`src/rtl/lsqtm_pkg.sv`:
```
package lsqtm_pkg;

  localparam int LOAD_DEPTH  = 32;
  localparam int STORE_DEPTH = 32;
  localparam int LOAD_IDX_W  = $clog2(LOAD_DEPTH);
  localparam int STORE_IDX_W = $clog2(STORE_DEPTH);

  localparam int TIME_W = 48;
  localparam int ADDR_W = 64;
  localparam int LAT_W  = 16;
  localparam int CYC_W  = 16;
  localparam int OP_W   = 3;
  localparam int CFG_IDX_W  = 2;
  localparam int CFG_DATA_W = 16;

  localparam logic [OP_W-1:0] OP_LOAD   = 3'd0;
  localparam logic [OP_W-1:0] OP_STORE  = 3'd1;
  localparam logic [OP_W-1:0] OP_LFENCE = 3'd2;
  localparam logic [OP_W-1:0] OP_SFENCE = 3'd3;
  localparam logic [OP_W-1:0] OP_FENCE  = 3'd4;

  localparam logic [CFG_IDX_W-1:0] CFG_SPEC  = 2'd0;
  localparam logic [CFG_IDX_W-1:0] CFG_MRFO  = 2'd1;
  localparam logic [CFG_IDX_W-1:0] CFG_CYCLE = 2'd2;

  localparam int STEP_W = 4;
  localparam logic [STEP_W-1:0] STEP_IDLE    = 4'd0;
  localparam logic [STEP_W-1:0] STEP_BASE    = 4'd1;
  localparam logic [STEP_W-1:0] STEP_ISSUE   = 4'd2;
  localparam logic [STEP_W-1:0] STEP_MATCH   = 4'd3;
  localparam logic [STEP_W-1:0] STEP_ACT2    = 4'd4;
  localparam logic [STEP_W-1:0] STEP_SUM     = 4'd5;
  localparam logic [STEP_W-1:0] STEP_DEALLOC = 4'd6;
  localparam logic [STEP_W-1:0] STEP_STADD   = 4'd7;
  localparam logic [STEP_W-1:0] STEP_COMMIT  = 4'd8;
  localparam logic [STEP_W-1:0] STEP_FENCE   = 4'd9;

  typedef logic [TIME_W-1:0] time_t;

  typedef struct packed {
    logic              latch;
    logic [STEP_W-1:0] step;
  } cmd_t;

  function automatic time_t tadd(input time_t a, input time_t b);
    logic [TIME_W:0] s;
    s = {1'b0, a} + {1'b0, b};
    return s[TIME_W] ? {TIME_W{1'b1}} : s[TIME_W-1:0];
  endfunction

  function automatic time_t tmax(input time_t a, input time_t b);
    return (a > b) ? a : b;
  endfunction

endpackage

```
`src/rtl/lsqtm_ctrl.sv`:
```
module lsqtm_ctrl (
  input  logic                         clk,
  input  logic                         rst,
  input  logic                         start,
  input  logic [lsqtm_pkg::OP_W-1:0]   opcode,
  output logic                         busy,
  output logic                         done,
  output lsqtm_pkg::cmd_t              cmd
);
  import lsqtm_pkg::*;

  logic [STEP_W-1:0] state;
  logic [STEP_W-1:0] state_next;
  logic              is_store;
  logic              accept;

  assign busy   = (state != STEP_IDLE);
  assign accept = start && !busy;

  assign cmd.latch = accept;
  assign cmd.step  = state;

  always_comb begin
    state_next = state;
    case (state)
      STEP_IDLE: begin
        if (accept) begin
          if (opcode inside {OP_LOAD, OP_STORE}) begin
            state_next = STEP_BASE;
          end else begin
            state_next = STEP_FENCE;
          end
        end
      end
      STEP_BASE:    state_next = STEP_ISSUE;
      STEP_ISSUE:   state_next = STEP_MATCH;
      STEP_MATCH:   state_next = STEP_ACT2;
      STEP_ACT2:    state_next = STEP_SUM;
      STEP_SUM:     state_next = STEP_DEALLOC;
      STEP_DEALLOC: state_next = is_store ? STEP_STADD : STEP_COMMIT;
      STEP_STADD:   state_next = STEP_COMMIT;
      STEP_COMMIT:  state_next = STEP_IDLE;
      STEP_FENCE:   state_next = STEP_IDLE;
      default:      state_next = STEP_IDLE;
    endcase
  end

  always_ff @(posedge clk) begin
    if (rst) begin
      state <= STEP_IDLE;
      done  <= 1'b0;
    end else begin
      state <= state_next;
      done  <= (state == STEP_COMMIT) || (state == STEP_FENCE);
    end
  end

  always_ff @(posedge clk) begin
    if (accept) begin
      is_store <= (opcode == OP_STORE);
    end
  end

endmodule

```
`config.mk`:
```
export PLATFORM = sky130hd
export DESIGN_NAME = lsqtm_ctrl
export DESIGN_NICKNAME = d
export VERILOG_FILES = /design/src/rtl/lsqtm_pkg.sv /design/src/rtl/lsqtm_ctrl.sv
export SDC_FILE = /design/constraint.sdc
export NUM_CORES = 1
export LEC_CHECK = 0
export ABC_CLOCK_PERIOD_IN_PS = 1800
export BUFFER_PORTS_ARGS = -buffer_cell sky130_fd_sc_hd__buf_4
export CAP_MARGIN = 20
export CORE_AREA = 2 2 39 41
export DETAILED_ROUTE_END_ITERATION = 10
export DIE_AREA = 0 0 41 43
export SLEW_MARGIN = 20
export SYNTH_ARGS = -nofsm -noshare
export SYNTH_HDL_FRONTEND = slang
export SYNTH_SLANG_ARGS = --single-unit
export TNS_END_PERCENT = 5
```
`constraint.sdc`:
```
create_clock -name clk -period 1.8 [get_ports clk]
set_clock_uncertainty 0.15 [all_clocks]
set_input_delay 0.18 -clock clk [delete_from_list [all_inputs] [get_ports clk]]
set_output_delay 0.18 -clock clk [all_outputs]
set_load 0.03 [all_outputs]
```
== Yosys cells after proc, flatten, opt, wreduce, memory -nomap -nowiden ==
Cells that the tools add are included.
Operators by class
  $add $sub $neg: 0
  $mul: 0
  div/mod/pow operators: 0
  order comparisons: 0
  equality and inequality tests: 11
  shifts and indexed selects: 0
  multiplexer cells: 4
  bitwise logic cells: 0
  reductions and logical operators: 7
Operators with widths (count)
  $pmux W4 S8: 1
  $eq A4 B3 Y1 const B: 4
  $mux W4: 3
  $eq A4 B2 Y1 const B: 2
  $eq A4 B4 Y1 const B: 2
  $eq A4 B1 Y1 const B: 1
  $logic_not A4 Y1: 1
  $reduce_bool A4 Y1: 1
  $eq A3 B1 Y1 const B: 1
  $logic_not A3 Y1: 1
  $ne A2 B2 Y1 const B: 1
  $reduce_bool A2 Y1: 1
  $logic_and A1 B1 Y1: 1
  $logic_not A1 Y1: 1
  $logic_or A1 B1 Y1: 1
Word-level totals
  register bits: 6
  latch bits: 0
  bits in writable memories: 0
  bits in read-only memories: 0
  memories kept: 0

== Logic depth before layout (Yosys ltp) ==
  depth in word-level cells: 5
  mapped depth: 3
  depth with buffers taken out: 3

== Worst setup path before layout ==
No wires, ideal clock.
  kind: register to output
  start: reg state[1]
  end: out cmd[4] in the netlist's numbering
  arrival time: 1.411 ns
  setup slack: 0.059 ns
  stages on the path, launching flop included: 4
  path through: dfxtp_1 -> or4_4 -> nor2_1 -> buf_4
Between the ends
  cells in the longest elaborated chain, start to end: 3
RTL lines
  from (decl): RTL line lsqtm_ctrl.sv:12  | logic [STEP_W-1:0] state;
  from (signal assigned): RTL line lsqtm_ctrl.sv:53  | state <= state_next;
  $reduce_bool A4 Y1: RTL line lsqtm_ctrl.sv:17  | assign busy = (state != STEP_IDLE);
  via busy: RTL line lsqtm_ctrl.sv:6  | output logic busy,
  $logic_not A1 Y1: RTL line lsqtm_ctrl.sv:18  | assign accept = start && !busy;
  $logic_and A1 B1 Y1: RTL line lsqtm_ctrl.sv:18
  to (decl): RTL line lsqtm_ctrl.sv:8  | output lsqtm_pkg::cmd_t cmd
The timed path passes the listed nets, and every way through them passes these cells.

==> impl_results.md <==
- Status: complete, no violations
- Final Cell Area: 442.9 µm²
- CTS tree: yes
- Setup TNS Final: 0 ns
- Core area: 1384 µm²
- Pwr dens: 1012 nW/µm²
- Psw: 146.7 µW
- Sw Ratio: 0.3271
- Required time of the worst setup path: 1.47 ns
- Die W: 41 µm
- Syn nets: 36
- Largest net degree at the start of global routing: 9
- Initial antenna violation count: 0
- Critical path's largest stage delay: 0.58 ns
- Buffers on Ports: 12
- Sequential area share after synthesis: 0.4815
- Slew HR: 0.8176
- Post-CTS Setup Bufs: 0
- Internal power: 301.8 µW
- Per-cell routed wire length: 10.92 µm
- Crit-path cells: or4_4, nor2_4, buf_6
- Crit path DAT: 1.40 ns
- CTS Root Cell: clkbuf_4
- Worst-Margin Slew: 0.2700 ns
- HP Class: input pin to register
- DRC viols: 0
- Yosys warns: 0
- GR Overflow Total: 0
- Non-filler cells in the finished layout: 65
- Unrepaired setup endpoints after global routing: false
- GRT Util Overall: 0.09970
- ANT nets after route: 0
- Starting Density: 0.1953
- Flop pwr share: 0.366
- Area after DPL: 395.4 µm²
- Final critical-path required period: 1.735 ns
- Worst setup EP type: output port
- Final setup viols: 0
- Vias: 285
- Die ar.: 1763 µm²
- Layout cells sized above 1: 0.4082
- Fillcell total: 151
- Rows: 14
- Most frequent cells in the layout: 14 x buf_4, 5 x nor2_1, 5 x dfxtp_1, 3 x clkbuf_4
- Max FO, Critical Path: 5
- N_diodes: 0
- Clock power share: 0.308
- Number of global-route vias before repair: 255
- Initial DRC count: 13
- Final core utilization: 0.3201
- Combinational share of power: 0.326
- Max Root-Sink Buffers: 2
- Vias per inst: 4.385
- R2r setup slk: 0.35 ns
- MaxCap Viol Count: 0
- Netlist cell types: 18
- DP HPWL: 518.7 µm
- Syn_area_per_cell: 9.009 µm²
- Io pins: 13
- Peak Freq: 576.5 MHz
- CP bufs+invs: 1
- WL final: 710 µm
- CP max stage cell: or4_4
- Max VDD drop: 0.3705 mV
- Clk pin slew, worst setup/hold paths: 0.06 ns
- Critical path class: register to output port
- Clk sinks: 6
- Final Max Tran Viols: 0
- Commonest non-fill, non-tap cell in the layout: buf_4
- GPL Wtd Cong: 0.7633
- Hold Vio Cnt, Final: 0
- Lkg Pwr: 0.0001939 µW
- Yosys reg bits: 6
- Post-synthesis cell area: 270.3 µm²
- CP Launch Type: register
- Placed Cells incl. Taps: 60
- First-pass iteration count of the detailed router: 5
- Area grow syn2layout: 63.89%
- H-tree Lvls: 1
- First-pass GRT wire length: 1.097 mm
- Layout Nets: 56
- Chip Height: 43 µm
- Kind of cell adding the most delay to the critical path: simple AND/OR/NAND/NOR gates
- Mapped Cells: 30
- Fin crit share: 0.9636
- Clock latency on the worst-skew pair: 0.25 ns
- Num CTS Buffers: 3
==> power groups by stage <==
stage	sequential (µW)	clock (µW)	combinational, µW
after floorplan	185	0	65.6
after global placement	166	0	135
after detailed placement	167	0	135
after CTS	164	140	138
after global routing	166	152	155
final	164	138	146
==> synthesized netlist by cell type <==
library cell,number,share of area
nand2_1,1,0.014
and2_1,1,0.023
inv_1,2,0.028
a21oi_1,2,0.037
o21ai_0,1,0.019
nor2_1,6,0.083
dfxtp_1,5,0.37
o32a_1,1,0.037
and2b_1,1,0.028
nand3b_1,1,0.028
nor3_1,1,0.019
nor2b_1,2,0.046
or4_4,1,0.042
buf_4,1,0.028
nor4b_1,1,0.032
o41ai_1,1,0.032
edfxtp_1,1,0.11
nand2b_1,1,0.023
==> cells by family (layout without fill, tap and decap cells) <==
logic type,Yosys count,count (layout),share of synthesized area
buffers and inverters,3,22,0.05558
AOI/OAI and AO/OA,5,5,0.1250
DFF,6,6,0.4815
and+or+nand+nor,16,16,0.3380
==> flip-flops by register name, indices dropped and copies added, names as in the netlist <==
name      cells
done          1
state         4
is_store      1
==> per-layer routing <==
metal / share of wire / wire [µm] / GRT usage / vias to the layer above
met3: 0.083 / 59 / 0.04712 / 2
li1: - / - / - / 142
met5: 0 / 0 / 0 / -
met4: 0.020 / 14 / 0.08000 / 0
met2: 0.45 / 322 / 0.1219 / 13
met1: 0.44 / 312 / 0.1266 / 128
==> metrics by stage <==
stage          hold WS [ns]  setup WS, ns  total power [µW]
6_report            0.05616       0.06548             448.5
5_1_grt             0.05229       0.01090             472.6
4_1_cts             0.05499      0.007489             442.3
3_5_place_dp         0.2151        0.2647             302.0
3_3_place_gp         0.2162        0.2895             301.2
2_1_floorplan        0.1073       0.05920             250.9
==> area by class of cell <==
class	instances	area [µm²]	share of cell area
sequential	6	130.1	0.2938
tap	16	20.02	0.04520
timing repair buffer	16	126.4	0.2853
inverter	2	7.507	0.01695
clock buffer	4	26.28	0.05932
multi-input combinational	21	132.6	0.2994
==> path summary, 6_finish.rpt <==
| check | cells after the start | from | to |
|---|---|---|---|
| worst min register to register | 1 | state[3] | done |
| worst max register to register | 2 | state[3] | is_store |
| worst min-delay path | 2 | opcode[0] | is_store |
| worst max-delay path | 3 | state[3] | cmd[4] |
==> repair_timing <==
item | CTS | global route
hold buffers | 1 | 0
setup endpoints to repair | 0 | 1
gates resized for setup | 0 | 3
hold endpoints to repair | 1 | 0
No activity file was read; power rests on OpenSTA's default activity.
